--- src/rtl/core/priority_round_robin_task_scheduler_assert.svh ---
// Assertion macros for the task scheduler RTL.
// Define NO_ASSERTIONS to compile the checks out; clocked on clk, gated by rst_n.
`ifndef PRIORITY_ROUND_ROBIN_TASK_SCHEDULER_ASSERT_SVH
`define PRIORITY_ROUND_ROBIN_TASK_SCHEDULER_ASSERT_SVH
`ifndef NO_ASSERTIONS
`define PRRS_ASSERT_IMPLY(lbl, ante, cons, msg) \
  lbl: assert property (@(posedge clk) disable iff (!rst_n) (ante) |-> (cons)) else $error(msg);
`define PRRS_ASSERT_NEXT(lbl, ante, cons, msg) \
  lbl: assert property (@(posedge clk) disable iff (!rst_n) (ante) |=> (cons)) else $error(msg);
`else
`define PRRS_ASSERT_IMPLY(lbl, ante, cons, msg)
`define PRRS_ASSERT_NEXT(lbl, ante, cons, msg)
`endif
`endif

--- src/rtl/core/prrs_pkg.sv ---
// Shared types and constants of the task scheduler.
// No dependencies; imported by the controller, datapath and top level.
`timescale 1ns / 1ps
package prrs_pkg;

  typedef enum logic [3:0] {
    OP_TICK    = 4'd0,
    OP_SCHED   = 4'd1,
    OP_CREATE  = 4'd2,
    OP_EXIT    = 4'd3,
    OP_BLOCK   = 4'd4,
    OP_UNBLOCK = 4'd5,
    OP_SLEEP   = 4'd6,
    OP_YIELD   = 4'd7,
    OP_SETPRIO = 4'd8,
    OP_FREE    = 4'd9
  } op_t;

  typedef enum logic [2:0] {
    SST_FREE    = 3'd0,
    SST_READY   = 3'd1,
    SST_RUNNING = 3'd2,
    SST_BLOCKED = 3'd3,
    SST_ZOMBIE  = 3'd4
  } sst_t;

  localparam logic [1:0] STAT_OK     = 2'd0;
  localparam logic [1:0] STAT_NOSLOT = 2'd1;
  localparam logic [1:0] STAT_BAD    = 2'd2;

  localparam logic [1:0] REG_SLICE_IDLE     = 2'd0;
  localparam logic [1:0] REG_SLICE_NORMAL   = 2'd1;
  localparam logic [1:0] REG_SLICE_HIGH     = 2'd2;
  localparam logic [1:0] REG_SLICE_REALTIME = 2'd3;

  localparam logic [7:0] SLICE_IDLE_RST     = 8'd2;
  localparam logic [7:0] SLICE_NORMAL_RST   = 8'd10;
  localparam logic [7:0] SLICE_HIGH_RST     = 8'd20;
  localparam logic [7:0] SLICE_REALTIME_RST = 8'd30;

  // ceil(ms / 10) = ((ms + 9) * DIV10_MUL) >> DIV10_SHIFT, exact below 2^18
  localparam logic [16:0] MS_ROUND    = 17'd9;
  localparam logic [33:0] DIV10_MUL   = 34'd104858;
  localparam int          DIV10_SHIFT = 20;
  localparam int          QW          = 13;

  typedef enum logic [4:0] {
    CMD_NONE,
    CMD_LOAD,
    CMD_TICK_INC,
    CMD_WAKE_CHK,
    CMD_FREE_CHK,
    CMD_APPEND,
    CMD_UNLINK,
    CMD_ST_BAD,
    CMD_EXIT,
    CMD_BLOCK,
    CMD_UNBLOCK,
    CMD_SETPRIO,
    CMD_SLICE0,
    CMD_DIV,
    CMD_SLEEP_WR,
    CMD_FREE_MARK,
    CMD_FREE_CLR,
    CMD_ROT,
    CMD_PRE_INIT,
    CMD_PRE_STEP,
    CMD_RDY_NEXT,
    CMD_RDY_HEAD,
    CMD_RDY_STEP,
    CMD_COMMIT,
    CMD_HAND,
    CMD_OUT
  } dp_cmd_t;

  typedef struct packed {
    logic [3:0] op;
    logic       good;
    logic       slot_zero;
    logic       slot_blocked;
    logic       slot_zombie;
    logic       slot_is_run;
    logic       run_zero;
    logic       ms_zero;
    logic       rot_move;
    logic       cur_keep;
    logic       pre_end;
    logic       rdy_end;
    logic       idx_free;
    logic       idx_last;
    logic       out_hold;
  } dp_stat_t;

endpackage

--- src/rtl/core/prrs_datapath.sv ---
// Scheduler datapath: slot table, run queue links, scan pointers and result register.
// Depends on prrs_pkg and the assertion macro header; driven by prrs_ctrl commands.
`timescale 1ns / 1ps
`include "priority_round_robin_task_scheduler_assert.svh"
module prrs_datapath #(
  parameter int TASK_SLOTS = 16
) (
  input  logic               clk,
  input  logic               rst_n,
  input  logic               cfg_we,
  input  logic [1:0]         cfg_index,
  input  logic [7:0]         cfg_data,
  input  logic [3:0]         in_opcode,
  input  logic [3:0]         in_task_slot,
  input  logic [1:0]         in_priority_in,
  input  logic [15:0]        in_sleep_ms,
  input  prrs_pkg::dp_cmd_t  cmd,
  output prrs_pkg::dp_stat_t stat,
  input  logic               out_stall,
  output logic               out_valid,
  output logic [1:0]         out_status,
  output logic [3:0]         out_current_slot,
  output logic               out_switched,
  output logic [3:0]         out_previous_slot,
  output logic [3:0]         out_created_slot
);
  import prrs_pkg::*;

  localparam int SW = $clog2(TASK_SLOTS);
  localparam int LW = SW + 1;
  localparam int CW = $clog2(TASK_SLOTS + 1);

  typedef logic [LW-1:0] link_t;
  localparam link_t NIL = {LW{1'b1}};

  function automatic logic [7:0] fix_slice(input logic [7:0] v);
    return (v == 8'd0) ? 8'd1 : v;
  endfunction

  // Slot table and queue
  logic [7:0]    cfg_r [4];
  sst_t          st_r  [TASK_SLOTS];
  logic [1:0]    pr_r  [TASK_SLOTS];
  logic [7:0]    sl_r  [TASK_SLOTS];
  logic [31:0]   wk_r  [TASK_SLOTS];
  link_t         nx_r  [TASK_SLOTS];
  link_t         pv_r  [TASK_SLOTS];
  link_t         head_r, tail_r;
  logic [SW-1:0] run_r;
  logic [31:0]   tick_r;

  // Per-command work registers
  logic [3:0]    op_r;
  logic [3:0]    slot_r;
  logic [1:0]    pin_r;
  logic [15:0]   ms_r;
  logic [SW-1:0] prev_r, cur_r, tgt_r, n_r, idx_r, created_r;
  logic [1:0]    status_r;
  link_t         it_r, start_r;
  logic [CW-1:0] cnt_r;
  logic [QW-1:0] q_r;

  logic          out_valid_r;
  logic [1:0]    out_status_r;
  logic [3:0]    out_cur_r, out_prev_r, out_created_r;
  logic          out_sw_r;

  logic [SW-1:0] sidx, itx, tx, px, nxx, ptx;
  logic          slot_ok, good;
  link_t         tlink, it2, rdy_start;
  logic          pre_live, pre_hit, rdy_live, rdy_hit, rdy_stop;
  logic [33:0]   prod;
  logic [31:0]   wake_sum, wake_diff;
  logic [16:0]   ms_up;

  // Decode and scan conditions
  assign sidx    = SW'(slot_r);
  assign slot_ok = (32'(slot_r) < 32'(TASK_SLOTS));
  assign good    = slot_ok && (st_r[sidx] != SST_FREE);
  assign itx     = it_r[SW-1:0];
  assign tx      = tgt_r;
  assign tlink   = {1'b0, tgt_r};
  assign px      = pv_r[tx][SW-1:0];
  assign nxx     = nx_r[tx][SW-1:0];
  assign ptx     = tail_r[SW-1:0];

  assign pre_live = (cnt_r < CW'(TASK_SLOTS)) && !it_r[LW-1];
  assign pre_hit  = pre_live && (itx != cur_r) && (st_r[itx] == SST_READY) &&
                    (pr_r[itx] > pr_r[cur_r]);
  assign it2      = nx_r[itx][LW-1] ? head_r : nx_r[itx];
  assign rdy_live = (cnt_r < CW'(TASK_SLOTS)) && !it_r[LW-1];
  assign rdy_hit  = rdy_live && (st_r[itx] == SST_READY);
  assign rdy_stop = !rdy_live || (it2 == start_r) || (cnt_r == CW'(TASK_SLOTS - 1));
  assign rdy_start = nx_r[cur_r][LW-1] ? head_r : nx_r[cur_r];

  assign ms_up     = {1'b0, ms_r} + MS_ROUND;
  assign prod      = 34'(ms_up) * DIV10_MUL;
  assign wake_sum  = tick_r + 32'(q_r);
  assign wake_diff = tick_r - wk_r[idx_r];

  // Status toward the controller
  always_comb begin
    stat.op           = op_r;
    stat.good         = good;
    stat.slot_zero    = (slot_r == 4'd0);
    stat.slot_blocked = (st_r[sidx] == SST_BLOCKED);
    stat.slot_zombie  = (st_r[sidx] == SST_ZOMBIE);
    stat.slot_is_run  = slot_ok && (sidx == run_r);
    stat.run_zero     = (run_r == '0);
    stat.ms_zero      = (ms_r == 16'd0);
    stat.rot_move     = (st_r[run_r] == SST_RUNNING) && (sl_r[run_r] == 8'd0) &&
                        !nx_r[run_r][LW-1];
    stat.cur_keep     = (st_r[cur_r] == SST_RUNNING) && (sl_r[cur_r] != 8'd0);
    stat.pre_end      = pre_hit || !pre_live;
    stat.rdy_end      = rdy_hit || rdy_stop;
    stat.idx_free     = (st_r[idx_r] == SST_FREE);
    stat.idx_last     = (idx_r == SW'(TASK_SLOTS - 1));
    stat.out_hold     = out_valid_r && out_stall;
  end

  // Configuration registers
  always_ff @(posedge clk) begin
    if (!rst_n) begin
      cfg_r[REG_SLICE_IDLE]     <= SLICE_IDLE_RST;
      cfg_r[REG_SLICE_NORMAL]   <= SLICE_NORMAL_RST;
      cfg_r[REG_SLICE_HIGH]     <= SLICE_HIGH_RST;
      cfg_r[REG_SLICE_REALTIME] <= SLICE_REALTIME_RST;
    end else if (cfg_we) begin
      cfg_r[cfg_index] <= cfg_data;
    end
  end

  // Execute one command per cycle
  always_ff @(posedge clk) begin
    if (!rst_n) begin
      for (int i = 0; i < TASK_SLOTS; i++) begin
        st_r[i] <= SST_FREE;
        pr_r[i] <= 2'd0;
        sl_r[i] <= 8'd0;
        wk_r[i] <= 32'd0;
        nx_r[i] <= NIL;
        pv_r[i] <= NIL;
      end
      st_r[0]     <= SST_RUNNING;
      sl_r[0]     <= SLICE_IDLE_RST;
      head_r      <= '0;
      tail_r      <= '0;
      run_r       <= '0;
      tick_r      <= 32'd0;
      out_valid_r <= 1'b0;
    end else begin
      // Drop the result once taken, unless a new one loads this cycle
      if (out_valid_r && !out_stall && cmd != CMD_OUT) begin
        out_valid_r <= 1'b0;
      end
      case (cmd)
        CMD_LOAD: begin
          op_r      <= in_opcode;
          slot_r    <= in_task_slot;
          pin_r     <= in_priority_in;
          ms_r      <= in_sleep_ms;
          prev_r    <= run_r;
          status_r  <= STAT_OK;
          created_r <= '0;
          idx_r     <= '0;
        end
        CMD_TICK_INC: begin
          tick_r <= tick_r + 32'd1;
          idx_r  <= '0;
          if (st_r[run_r] == SST_RUNNING && sl_r[run_r] != 8'd0) begin
            sl_r[run_r] <= sl_r[run_r] - 8'd1;
          end
        end
        CMD_WAKE_CHK: begin
          if (st_r[idx_r] == SST_BLOCKED && wk_r[idx_r] != 32'd0 && !wake_diff[31]) begin
            wk_r[idx_r] <= 32'd0;
            st_r[idx_r] <= SST_READY;
            sl_r[idx_r] <= fix_slice(cfg_r[pr_r[idx_r]]);
          end
          idx_r <= idx_r + SW'(1);
        end
        CMD_FREE_CHK: begin
          if (st_r[idx_r] == SST_FREE) begin
            st_r[idx_r] <= SST_READY;
            pr_r[idx_r] <= pin_r;
            sl_r[idx_r] <= fix_slice(cfg_r[pin_r]);
            wk_r[idx_r] <= 32'd0;
            created_r   <= idx_r;
            tgt_r       <= idx_r;
          end else if (idx_r == SW'(TASK_SLOTS - 1)) begin
            status_r <= STAT_NOSLOT;
          end
          idx_r <= idx_r + SW'(1);
        end
        CMD_APPEND: begin
          nx_r[tx] <= NIL;
          if (head_r[LW-1] || tail_r[LW-1]) begin
            head_r   <= tlink;
            pv_r[tx] <= NIL;
          end else begin
            pv_r[tx]  <= tail_r;
            nx_r[ptx] <= tlink;
          end
          tail_r <= tlink;
        end
        CMD_UNLINK: begin
          if (!pv_r[tx][LW-1]) nx_r[px] <= nx_r[tx];
          else head_r <= nx_r[tx];
          if (!nx_r[tx][LW-1]) pv_r[nxx] <= pv_r[tx];
          else tail_r <= pv_r[tx];
          nx_r[tx] <= NIL;
          pv_r[tx] <= NIL;
        end
        CMD_ST_BAD: status_r <= STAT_BAD;
        CMD_EXIT: begin
          st_r[run_r] <= SST_ZOMBIE;
          tgt_r       <= run_r;
        end
        CMD_BLOCK: st_r[sidx] <= SST_BLOCKED;
        CMD_UNBLOCK: begin
          if (st_r[sidx] == SST_BLOCKED) begin
            st_r[sidx] <= SST_READY;
            sl_r[sidx] <= fix_slice(cfg_r[pr_r[sidx]]);
            wk_r[sidx] <= 32'd0;
          end
        end
        CMD_SETPRIO: begin
          pr_r[sidx] <= pin_r;
          sl_r[sidx] <= fix_slice(cfg_r[pin_r]);
        end
        CMD_SLICE0: sl_r[run_r] <= 8'd0;
        CMD_DIV: q_r <= prod[DIV10_SHIFT +: QW];
        CMD_SLEEP_WR: begin
          wk_r[run_r] <= (wake_sum == 32'd0) ? 32'd1 : wake_sum;
          st_r[run_r] <= SST_BLOCKED;
        end
        CMD_FREE_MARK: begin
          st_r[sidx] <= SST_ZOMBIE;
          tgt_r      <= sidx;
        end
        CMD_FREE_CLR: begin
          st_r[sidx] <= SST_FREE;
          pr_r[sidx] <= 2'd0;
          sl_r[sidx] <= 8'd0;
          wk_r[sidx] <= 32'd0;
          nx_r[sidx] <= NIL;
          pv_r[sidx] <= NIL;
        end
        CMD_ROT: begin
          cur_r <= run_r;
          tgt_r <= run_r;
          if (st_r[run_r] == SST_RUNNING && sl_r[run_r] == 8'd0) begin
            st_r[run_r] <= SST_READY;
            sl_r[run_r] <= fix_slice(cfg_r[pr_r[run_r]]);
          end
        end
        CMD_PRE_INIT: begin
          it_r  <= head_r;
          cnt_r <= '0;
        end
        CMD_PRE_STEP: begin
          if (pre_hit) n_r <= itx;
          else if (!pre_live) n_r <= cur_r;
          else begin
            it_r  <= nx_r[itx];
            cnt_r <= cnt_r + CW'(1);
          end
        end
        CMD_RDY_NEXT: begin
          it_r    <= rdy_start;
          start_r <= rdy_start;
          cnt_r   <= '0;
        end
        CMD_RDY_HEAD: begin
          it_r    <= head_r;
          start_r <= head_r;
          cnt_r   <= '0;
        end
        CMD_RDY_STEP: begin
          if (rdy_hit) n_r <= itx;
          else if (rdy_stop) n_r <= '0;
          else begin
            it_r  <= it2;
            cnt_r <= cnt_r + CW'(1);
          end
        end
        CMD_COMMIT: begin
          if (n_r == cur_r) begin
            st_r[cur_r] <= SST_RUNNING;
          end else begin
            if (st_r[cur_r] == SST_RUNNING) st_r[cur_r] <= SST_READY;
            st_r[n_r] <= SST_RUNNING;
            if (sl_r[n_r] == 8'd0) sl_r[n_r] <= fix_slice(cfg_r[pr_r[n_r]]);
            run_r <= n_r;
          end
        end
        CMD_HAND: begin
          st_r[n_r] <= SST_RUNNING;
          sl_r[n_r] <= fix_slice(cfg_r[pr_r[n_r]]);
          run_r     <= n_r;
        end
        CMD_OUT: begin
          out_valid_r   <= 1'b1;
          out_status_r  <= status_r;
          out_cur_r     <= 4'(run_r);
          out_sw_r      <= (run_r != prev_r);
          out_prev_r    <= 4'(prev_r);
          out_created_r <= 4'(created_r);
        end
        default: ;
      endcase
    end
  end

  assign out_valid         = out_valid_r;
  assign out_status        = out_status_r;
  assign out_current_slot  = out_cur_r;
  assign out_switched      = out_sw_r;
  assign out_previous_slot = out_prev_r;
  assign out_created_slot  = out_created_r;

  `PRRS_ASSERT_IMPLY(a_run_is_running, cmd == CMD_LOAD, st_r[run_r] == SST_RUNNING, "running slot not in running state")
  `PRRS_ASSERT_IMPLY(a_queue_nonempty, cmd == CMD_LOAD, !head_r[LW-1] && !tail_r[LW-1], "run queue lost its head or tail")
  `PRRS_ASSERT_IMPLY(a_out_free, cmd == CMD_OUT, !(out_valid_r && out_stall), "result overwritten while stalled")

endmodule

--- src/rtl/core/prrs_ctrl.sv ---
// Scheduler controller: sequences one command through datapath micro-steps.
// Depends on prrs_pkg; talks to prrs_datapath through dp_cmd_t and dp_stat_t.
`timescale 1ns / 1ps
module prrs_ctrl (
  input  logic               clk,
  input  logic               rst_n,
  input  logic               in_valid,
  output logic               in_stall,
  input  prrs_pkg::dp_stat_t stat,
  output prrs_pkg::dp_cmd_t  cmd
);
  import prrs_pkg::*;

  typedef enum logic [17:0] {
    S_IDLE    = 18'h00001,
    S_DISP    = 18'h00002,
    S_WAKE    = 18'h00004,
    S_FSCAN   = 18'h00008,
    S_NEWAPP  = 18'h00010,
    S_UNLINK  = 18'h00020,
    S_HINIT   = 18'h00040,
    S_HAND    = 18'h00080,
    S_SLPWR   = 18'h00100,
    S_FREECLR = 18'h00200,
    S_ROT     = 18'h00400,
    S_ROTUL   = 18'h00800,
    S_ROTAP   = 18'h01000,
    S_PICK    = 18'h02000,
    S_PSTEP   = 18'h04000,
    S_RSTEP   = 18'h08000,
    S_COMMIT  = 18'h10000,
    S_DONE    = 18'h20000
  } state_t;

  state_t state_r, state_nxt;
  logic   hand_r, hand_nxt;
  logic   free_r, free_nxt;

  assign in_stall = (state_r != S_IDLE);

  // Next state and datapath command
  always_comb begin
    state_nxt = state_r;
    hand_nxt  = hand_r;
    free_nxt  = free_r;
    cmd       = CMD_NONE;
    case (state_r)
      S_IDLE: begin
        if (in_valid) begin
          cmd       = CMD_LOAD;
          state_nxt = S_DISP;
        end
      end
      S_DISP: begin
        free_nxt = 1'b0;
        hand_nxt = 1'b0;
        case (stat.op)
          OP_TICK: begin
            cmd       = CMD_TICK_INC;
            state_nxt = S_WAKE;
          end
          OP_SCHED: state_nxt = S_ROT;
          OP_CREATE: state_nxt = S_FSCAN;
          OP_EXIT: begin
            if (stat.run_zero) begin
              cmd       = CMD_ST_BAD;
              state_nxt = S_DONE;
            end else begin
              cmd       = CMD_EXIT;
              state_nxt = S_UNLINK;
            end
          end
          OP_BLOCK: begin
            if (!stat.good || stat.slot_zero || stat.slot_zombie) begin
              cmd       = CMD_ST_BAD;
              state_nxt = S_DONE;
            end else if (stat.slot_blocked) begin
              state_nxt = S_DONE;
            end else begin
              cmd       = CMD_BLOCK;
              state_nxt = stat.slot_is_run ? S_ROT : S_DONE;
            end
          end
          OP_UNBLOCK: begin
            cmd       = stat.good ? CMD_UNBLOCK : CMD_ST_BAD;
            state_nxt = S_DONE;
          end
          OP_SLEEP: begin
            if (stat.ms_zero) begin
              cmd       = CMD_SLICE0;
              state_nxt = S_ROT;
            end else if (stat.run_zero) begin
              cmd       = CMD_ST_BAD;
              state_nxt = S_DONE;
            end else begin
              cmd       = CMD_DIV;
              state_nxt = S_SLPWR;
            end
          end
          OP_YIELD: begin
            cmd       = CMD_SLICE0;
            state_nxt = S_ROT;
          end
          OP_SETPRIO: begin
            cmd       = stat.good ? CMD_SETPRIO : CMD_ST_BAD;
            state_nxt = S_DONE;
          end
          OP_FREE: begin
            free_nxt = 1'b1;
            if (!stat.good || stat.slot_zero) begin
              cmd       = CMD_ST_BAD;
              state_nxt = S_DONE;
            end else if (stat.slot_zombie) begin
              state_nxt = S_FREECLR;
            end else begin
              cmd       = CMD_FREE_MARK;
              state_nxt = S_UNLINK;
            end
          end
          default: state_nxt = S_DONE;
        endcase
      end
      // Wake sleepers, one slot a cycle
      S_WAKE: begin
        cmd = CMD_WAKE_CHK;
        if (stat.idx_last) state_nxt = S_DONE;
      end
      // Find the lowest free slot
      S_FSCAN: begin
        cmd = CMD_FREE_CHK;
        if (stat.idx_free) state_nxt = S_NEWAPP;
        else if (stat.idx_last) state_nxt = S_DONE;
      end
      S_NEWAPP: begin
        cmd       = CMD_APPEND;
        state_nxt = S_DONE;
      end
      S_UNLINK: begin
        cmd       = CMD_UNLINK;
        state_nxt = (free_r && !stat.slot_is_run) ? S_FREECLR : S_HINIT;
      end
      S_HINIT: begin
        cmd       = CMD_RDY_HEAD;
        hand_nxt  = 1'b1;
        state_nxt = S_RSTEP;
      end
      S_HAND: begin
        cmd       = CMD_HAND;
        hand_nxt  = 1'b0;
        state_nxt = S_ROT;
      end
      S_SLPWR: begin
        cmd       = CMD_SLEEP_WR;
        state_nxt = S_ROT;
      end
      S_FREECLR: begin
        cmd       = CMD_FREE_CLR;
        state_nxt = S_DONE;
      end
      // Rotate an exhausted running task to the tail
      S_ROT: begin
        cmd       = CMD_ROT;
        state_nxt = stat.rot_move ? S_ROTUL : S_PICK;
      end
      S_ROTUL: begin
        cmd       = CMD_UNLINK;
        state_nxt = S_ROTAP;
      end
      S_ROTAP: begin
        cmd       = CMD_APPEND;
        state_nxt = S_PICK;
      end
      S_PICK: begin
        if (stat.cur_keep) begin
          cmd       = CMD_PRE_INIT;
          state_nxt = S_PSTEP;
        end else begin
          cmd       = CMD_RDY_NEXT;
          state_nxt = S_RSTEP;
        end
      end
      S_PSTEP: begin
        cmd = CMD_PRE_STEP;
        if (stat.pre_end) state_nxt = S_COMMIT;
      end
      S_RSTEP: begin
        cmd = CMD_RDY_STEP;
        if (stat.rdy_end) state_nxt = hand_r ? S_HAND : S_COMMIT;
      end
      S_COMMIT: begin
        cmd       = CMD_COMMIT;
        state_nxt = free_r ? S_FREECLR : S_DONE;
      end
      // Hand the result to the output register once it is free
      S_DONE: begin
        if (!stat.out_hold) begin
          cmd       = CMD_OUT;
          state_nxt = S_IDLE;
        end
      end
      default: state_nxt = S_IDLE;
    endcase
  end

  always_ff @(posedge clk) begin
    if (!rst_n) begin
      state_r <= S_IDLE;
      hand_r  <= 1'b0;
      free_r  <= 1'b0;
    end else begin
      state_r <= state_nxt;
      hand_r  <= hand_nxt;
      free_r  <= free_nxt;
    end
  end

endmodule

--- src/rtl/core/priority_round_robin_task_scheduler.sv ---
// Priority-preemptive round-robin task scheduler, top level.
// Input channel: in_valid/in_stall carry one command item (opcode, slot, priority, sleep ms).
// Result channel: out_valid/out_stall carry one result item per command.
// Configuration: cfg_we writes slice register cfg_index (0 idle .. 3 realtime) with cfg_data.
// One command is worked at a time; in_stall is high from acceptance until its result
// is loaded into the output register. The output register frees the input side, so a
// new command is taken while the previous result still waits downstream.
// From acceptance to out_valid: commands that touch one slot act in the dispatch step;
// tick walks the slot table one slot per cycle, create scans for the lowest free slot
// and appends it; commands that reschedule walk the run queue one link per cycle, and
// free or exit of the running task walks it twice, once to hand over and once to pick.
// The next item is taken in the cycle after a result loads.
// Reset (synchronous, rst_n low): idle task in slot 0 running, all other slots free,
// slice registers back to 2/10/20/30, no result pending.
// When out_stall holds a result, the next finished command waits in its last step
// until the output register is taken.
`timescale 1ns / 1ps
module priority_round_robin_task_scheduler #(
  parameter int TASK_SLOTS = 16
) (
  input  logic        clk,
  input  logic        rst_n,
  input  logic        cfg_we,
  input  logic [1:0]  cfg_index,
  input  logic [7:0]  cfg_data,
  input  logic        in_valid,
  output logic        in_stall,
  input  logic [3:0]  in_opcode,
  input  logic [3:0]  in_task_slot,
  input  logic [1:0]  in_priority_in,
  input  logic [15:0] in_sleep_ms,
  output logic        out_valid,
  input  logic        out_stall,
  output logic [1:0]  out_status,
  output logic [3:0]  out_current_slot,
  output logic        out_switched,
  output logic [3:0]  out_previous_slot,
  output logic [3:0]  out_created_slot
);
  import prrs_pkg::*;

  dp_cmd_t  cmd;
  dp_stat_t stat;

  prrs_ctrl u_ctrl (
    .clk      (clk),
    .rst_n    (rst_n),
    .in_valid (in_valid),
    .in_stall (in_stall),
    .stat     (stat),
    .cmd      (cmd)
  );

  prrs_datapath #(
    .TASK_SLOTS (TASK_SLOTS)
  ) u_dp (
    .clk               (clk),
    .rst_n             (rst_n),
    .cfg_we            (cfg_we),
    .cfg_index         (cfg_index),
    .cfg_data          (cfg_data),
    .in_opcode         (in_opcode),
    .in_task_slot      (in_task_slot),
    .in_priority_in    (in_priority_in),
    .in_sleep_ms       (in_sleep_ms),
    .cmd               (cmd),
    .stat              (stat),
    .out_stall         (out_stall),
    .out_valid         (out_valid),
    .out_status        (out_status),
    .out_current_slot  (out_current_slot),
    .out_switched      (out_switched),
    .out_previous_slot (out_previous_slot),
    .out_created_slot  (out_created_slot)
  );

endmodule

--- config.mk ---
export PLATFORM = sky130hd
export DESIGN_NAME = priority_round_robin_task_scheduler
export DESIGN_NICKNAME = d
export VERILOG_FILES = /design/src/rtl/core/prrs_pkg.sv /design/src/rtl/core/prrs_datapath.sv /design/src/rtl/core/prrs_ctrl.sv /design/src/rtl/core/priority_round_robin_task_scheduler.sv
export VERILOG_INCLUDE_DIRS = /design/src /design/src/rtl/core
export SDC_FILE = /design/constraint.sdc
export NUM_CORES = 2
export LEC_CHECK = 0
export BUFFER_PORTS_ARGS = -buffer_cell sky130_fd_sc_hd__buf_2
export CORE_ASPECT_RATIO = 0.7
export CORE_MARGIN = 2
export CORE_UTILIZATION = 64
export DETAILED_ROUTE_END_ITERATION = 10
export PLACE_DENSITY = 0.84
export SLEW_MARGIN = 20
export SYNTH_ARGS = -nofsm -noshare
export SYNTH_HDL_FRONTEND = slang
export SYNTH_SLANG_ARGS = --single-unit
--- constraint.sdc ---
create_clock -name clk -period 9.4 [get_ports clk]
set_clock_uncertainty 0.2 [all_clocks]
set_input_delay 0.47 -clock clk [delete_from_list [all_inputs] [get_ports clk]]
set_output_delay 0.47 -clock clk [all_outputs]
set_load 0.005 [all_outputs]
After elaboration in Yosys (flattened, before gate mapping) --
Memories as Yosys holds them, arrays and structs flattened. A register that Yosys moved wholly into a read port is not among the register bits. Cells that the tools add are included.
Word-level totals: word-level logic and storage cells 544, register bits after elaboration 162, input port bits 41, RAM bits 912, output and inout bits 17, memories kept 7
Memories:
- u_dp.wk_r | depth 16, width 32, read ports 1, clocked after memory_dff 1, wr ports 16, RTL line prrs_datapath.sv:45 | logic [31:0] wk_r [TASK_SLOTS];
- u_dp.sl_r | depth 16, width 8, read ports 3, clocked after memory_dff 3, wr ports 16, RTL line prrs_datapath.sv:44 | logic [7:0] sl_r [TASK_SLOTS];
- u_dp.nx_r | depth 16, width 5, read ports 4, clocked after memory_dff 4, wr ports 16, RTL line prrs_datapath.sv:46 | link_t nx_r [TASK_SLOTS];
- u_dp.pv_r | depth 16, width 5, read ports 1, clocked after memory_dff 1, wr ports 16, RTL line prrs_datapath.sv:47 | link_t pv_r [TASK_SLOTS];
- u_dp.st_r | depth 16, width 3, read ports 5, clocked after memory_dff 5, wr ports 16, RTL line prrs_datapath.sv:42 | sst_t st_r [TASK_SLOTS];
- u_dp.cfg_r | depth 4, width 8, read ports 5, clocked after memory_dff 1, wr ports 4, RTL line prrs_datapath.sv:41 | logic [7:0] cfg_r [4];
- 1 more memories
Operators by class: $lt $le $gt $ge 2, reductions and logical operators 107, mux-type cells 278, equality and inequality tests 86, bitwise logic cells 28, add/subtract/negate cells 7, $mul 1
Operator list (count):
- $pmux W18 S16 | 1
- $mux W18 | 14
- $mux W4 | 57
- $mux W32 | 6
- $mux W8 | 17
- $mux W5 | 27
- $pmux W18 S7 | 1
- $mux W1 | 114
- $reduce_or A32 Y1 | 3
- $pmux W5 S16 | 1
- $logic_not A8 Y1 | 7
- $eq A5 B5 Y1 const B | 10
- $eq A5 B4 Y1 const B | 9
- $mux W3 | 15
- $pmux W5 S8 | 1
- $reduce_or A8 Y1 | 5
- $reduce_or A5 Y1 | 7
- $add A32 B1 Y32 const B | 1
- $add A32 B13 Y32 | 1
- $logic_not A32 Y1 | 1
- $mul A17 B16 Y32 const B | 1
- $pmux W4 S2 | 4
- $reduce_bool A32 Y1 | 1
- $sub A32 B32 Y32 | 1
- 73 further kinds | 204

Depth between registers and ports, before layout --
depth in word-level cells 18, depth in mapped cells 28, depth with buffers taken out 28

Modules after synthesis --
A second synthesis with hierarchy kept.
Second synthesis, totals: cell total of the unflattened synthesis 5123, area total of the unflattened synthesis 63239.4 µm²
Modules (own cells, without submodules):
- prrs_datapath | times used 1, area each 61476.5 µm², seq. area each 31300.0 µm², cells an instance 4888
- prrs_ctrl | times used 1, area each 1762.9 µm², seq. area each 400.4 µm², cells an instance 235

Least setup slack after synthesis --
Ideal clock, no wire load.
kind reg2reg, start point reg u_dp.ms_r[0], end point reg u_dp.q_r[12], data pin, cell stages (with the launch flop) 29, required time 8.934 ns, setup time 0.266 ns, path buffers 0, clock period less this slack 7.257 ns, setup slack 2.143 ns, data arrival time 6.791 ns, path through edfxtp_1 ha_1 a21oi_1 nor3_1 nand3_1 xnor2_1 ha_1 ha_1 inv_1 fa_1 inv_1 fa_1 inv_1 fa_1 fa_1 inv_1 ha_1 a21o_1 a2111oi_0 o21bai_1 a22o_1 a41o_1 nand4_1 a31oi_1 o211ai_1 a21boi_0 o21a_1 o41ai_1 xnor2_1
Between the ends: longest elaborated chain between the ends 2
RTL lines:
- start: declaration | RTL line prrs_datapath.sv:56 | logic [15:0] ms_r;
- start signal: assignment | RTL line prrs_datapath.sv:161 | ms_r <= in_sleep_ms;
- $add A16 B4 Y17 | RTL line prrs_datapath.sv:96 | assign ms_up = {1'b0, ms_r} + MS_ROUND;
- $mul A17 B16 Y32 | RTL line prrs_datapath.sv:97 | assign prod = 34'(ms_up) * DIV10_MUL;
- via u_dp.prod[32] | RTL line prrs_datapath.sv:72 | logic [33:0] prod;
- end signal: assignment | RTL line prrs_datapath.sv:232 | CMD_DIV: q_r <= prod[DIV10_SHIFT +: QW];
- end: declaration | RTL line prrs_datapath.sv:61 | logic [QW-1:0] q_r;
The timed path passes the listed nets, and every way through them passes these cells. A chain may end at the register's enable or synchronous reset.

Final worst setup path --
start point reg u_dp.ms_r[1], end point reg u_dp.q_r[12], data pin
The elaborated chain is that of the path after synthesis.

==> impl_results.md <==
- Fmax: between 0.1 and 0.15 GHz
- Cell Pwr Density: about 190 nW/um^2
- # rows: 97
- DP Wirelength: ~140 mm
- Bufs on Longest Clock Path: 3
- Post-route clock period utilization: 0.861
- Ports: just under 60
- Crit Path Class: reg -> reg
- Post-route cell area: about 70000 um^2
- Lkg Pwr: approximately 24 nW
- Number of post-CTS setup repair buffers: 0
- Slew Limit Headroom: 0.162
- Layout cells sized above 1: 0.180
- R2R Path End: u_dp.q_r[12]
- 1st-pass router iterations: 9
- Final hold vios: 0
- Post-synth cell types: around 120
- ANT nets after route: 0
- CORE AREA: between 90000 and 100000 um^2
- Crit path max fanout: 5
- Simple-gate share of the synthesized area: 0.145
- Final wirelength: 207 mm
- CTS sink cnt: ~1100
- Mux contribution to synthesized area: 0.172
- Syn Inst Count: between 5000 and 6000
- Outcome: finished, final reports clean
- Worst-skew pair later-pin latency: just under 800 ps
- CTS tree: done
- Fill cells: ~6600
- Starting Density: 0.643
- Avg Cell Area, Syn: roughly 12 um^2
- Hold Path Stages: 3
- Xor and xnor fraction of the mapped netlist area: 0.0187
- Worst EP required: 9640 ps
- Synth Area in Adders: 0.0633
- Slew Limit Fails: 0
- Main combinational cell family by area after synthesis: multiplexers
- Initial DRC count: 8938
- Vias in the first global route: approximately 46000
- Max stage delay on crit path: around 530 ps
- #FFs+latches synth: 1104
- CP Data Arrival Time: ~8300 ps
- R2r worst-path depth: 28
- Slowest stage cell on the critical path: fa_1
- Top FF cell, synth: edfxtp_1
- Drt drc: 0
- Via density: 7.37
- Min Tclk post-route: just over 8000 ps
- Post-synth EDFFs: around 960
- HP Class: in -> reg
- Die area: 103000 um^2
- Antenna violations before repair: 11
- Post-DP Area: between 60000 and 70000 um^2
- R2r startpoint: u_dp.ms_r[1]
- Worst Hold Launch: rst_n
- Placed cells: between 6000 and 7000
- Max Cap Viol: 0
- IR drop worst, VDD: ~0.00021 V
- Largest net degree at the start of global routing: between 90 and 100
- RSZ-0062 raised after global routing: no
- Post-Syn Area: between 60000 and 70000 um^2
- Clock transition at path regs: 70 ps
- Vias post-DR: 48800
- First-pass GRT wire length: slightly above 300 mm
- P&R area growth vs syn: 8.69%
- Global Route Usage Sum: 0.403
- Post-CTS Hold Buffers: 39
- Htree depth: 3
- Sequential share of the synthesized area: 0.495
- Ys Warns: 0
- Total Nets Final: about 5500
- Port Buf Inserts: 57
- Setup crit end kind: register
- Post-synthesis compound-gate area fraction: 0.0698
- Chip Height: around 270 um
- Final GP Congestion: roughly 1.1
- Cts bufs inserted: 102
- Resize count post-CTS: 0
- Average routed wire per standard cell: around 31 um
- Syn Nets: 5524
- Final std cells w/o fill: ~6600
- Endpoints failing setup: 0
- Synth async-reset ratio: 0
- Hold path endpoint: u_dp.st_r[5][0]
- Worst setup SP type: register
- Clk Tree Root Cell: clkbuf_16
- Die W: 382 um
- Reg2reg setup slack: 1310 ps
- Fin Setup TNS: 0 ps
- Slew of the pin with the lowest slew margin: approximately 1200 ps
- Congestion Overflow GR: 0
synthesized netlist by cell type, drive strengths merged, types with 17 or more instances:
cell type  count  area [um^2]
nand3        134          736
a22oi         18          140
o21a          30          225
a21oi         97          527
or2           35          219
a31oi         28          181
a32oi         21          210
xor2          53          464
mux2i         77          778
o211ai        17          143
nand2b        40          250
mux2          34          383
o21ai        102          526
dfxtp        145         2900
nor4b         26          228
clkbuf       232          871
a21o          29          220
nor3b         23          183
inv          260          976
nor4          91          654
and3          40          255
o22a          35          307
nor3          81          440
buf          101          494
a211oi        29          245
and2          46          288
mux4         436         9820
nor2b         40          250
nor2         872         3290
o22ai         20          151
xnor2         84          736
ha           183         2290
or3           25          161
edfxtp       959        28800
nand2        420         1590
fa            88         1760
nand4         51          325
power breakdown:
part           internal (W)  switching, W
Sequential          0.00555      0.000141
Clock               0.00246       0.00200
Combinational       0.00147       0.00191
Total               0.00949       0.00405
worst max path at each step:
stage | depth (start not counted) | start | end
after floorplan | 28 | u_dp.ms_r[0] | u_dp.q_r[12]
after global routing | 28 | u_dp.ms_r[0] | u_dp.q_r[12]
after CTS | 28 | u_dp.ms_r[1] | u_dp.q_r[12]
after detailed placement | 28 | u_dp.ms_r[1] | u_dp.q_r[12]
after global placement | 28 | u_dp.ms_r[0] | u_dp.q_r[12]
final | 28 | u_dp.ms_r[1] | u_dp.q_r[12]
cells by family after synthesis:
family                   after synthesis
AO/OA/AOI/OAI                        588
XOR/XNOR                             137
adder cells (fa/ha/maj)              271
buffers and inverters                593
flip-flops                          1104
multiplexers                         547
AND/OR/NAND/NOR                     1972
layout by cell type, fill, tap and decap left out, types with 21 or more instances in the layout:
cell type / Yosys / final
or2_2: 31 / 31
a21o_1: 27 / 27
nand4_1: 50 / 50
or3_1: 24 / 24
nand2_2: 4 / 29
nor2_1: 869 / 869
clkbuf_1: 232 / 21
and2_1: 45 / 45
edfxtp_1: 959 / 959
fa_1: 88 / 88
ha_1: 183 / 183
dlygate4sd3_1: 0 / 39
o21ai_0: 90 / 86
buf_4: 8 / 101
a21oi_1: 92 / 91
nor4_1: 83 / 82
buf_2: 56 / 56
inv_1: 259 / 257
nor4b_1: 26 / 26
nand2b_1: 40 / 40
and3_1: 39 / 39
nand3_1: 121 / 121
nor3_1: 74 / 73
o21a_1: 30 / 30
clkbuf_16: 0 / 102
nor2b_1: 40 / 40
xor2_1: 53 / 53
a211oi_1: 25 / 25
dfxtp_1: 145 / 133
nand2_1: 416 / 389
a31oi_1: 27 / 27
xnor2_1: 84 / 84
mux2i_1: 75 / 72
mux4_2: 435 / 435
o22a_1: 35 / 35
mux2_2: 25 / 25
stage by stage:
stage	worst slack, ps	utilization	hold slack [ps]	power, W
final	1310	0.698	127	0.0135
after global routing	739	0.698	113	0.0141
after CTS	1370	0.698	69.4	0.0135
after detailed placement	1390	0.659	261	0.00905
after global placement	1500	0.658	252	0.00897
after floorplan	2140	-	200	0.00815
registers in the layout, indices dropped and copies added (netlist names), 5 cells and up, named ones only:
signal,count
u_dp.wk_r,512
u_dp.ms_r,16
u_ctrl.state_r,18
u_dp.tick_r,32
u_dp.it_r,5
u_dp.sl_r,128
u_dp.q_r,13
u_dp.pv_r,80
u_dp.nx_r,80
u_dp.st_r,48
u_dp.cfg_r,32
u_dp.start_r,5
u_dp.head_r,5
u_dp.tail_r,5
u_dp.pr_r,32
u_dp.cnt_r,5
critical path, delay by kind of cell (launching register included):
kind	cells	cell delay, ps
DFF	1	410
AOI/OAI and AO/OA	11	2520
buffers and inverters	4	210
xor gates and xnor gates	2	610
and+or+nand+nor	3	680
adders and majority gates	8	3190
layer usage:
metal / global-route usage / routed length (um) / part of all wire / up-vias
met5: 0 / 115 / 0.00055 / -
met4: 0.147 / 8960 / 0.043 / 10
met3: 0.173 / 38600 / 0.19 / 713
met2: 0.554 / 84700 / 0.41 / 4730
met1: 0.574 / 75100 / 0.36 / 23800
li1: - / - / - / 19600
cell type report:
class | instances | area [um^2] | area share
flip-flops and latches | 1104 | 31700 | 0.456
clock inverters | 67 | 861 | 0.0124
well taps | 1336 | 1670 | 0.0240
multi-input cells | 3515 | 30100 | 0.433
diodes | 6 | 15.0 | 0.000216
repair buffers | 201 | 1530 | 0.0220
clock buffers | 126 | 2670 | 0.0384
inverters | 260 | 976 | 0.0140
Power figures use the tool's default switching activity.
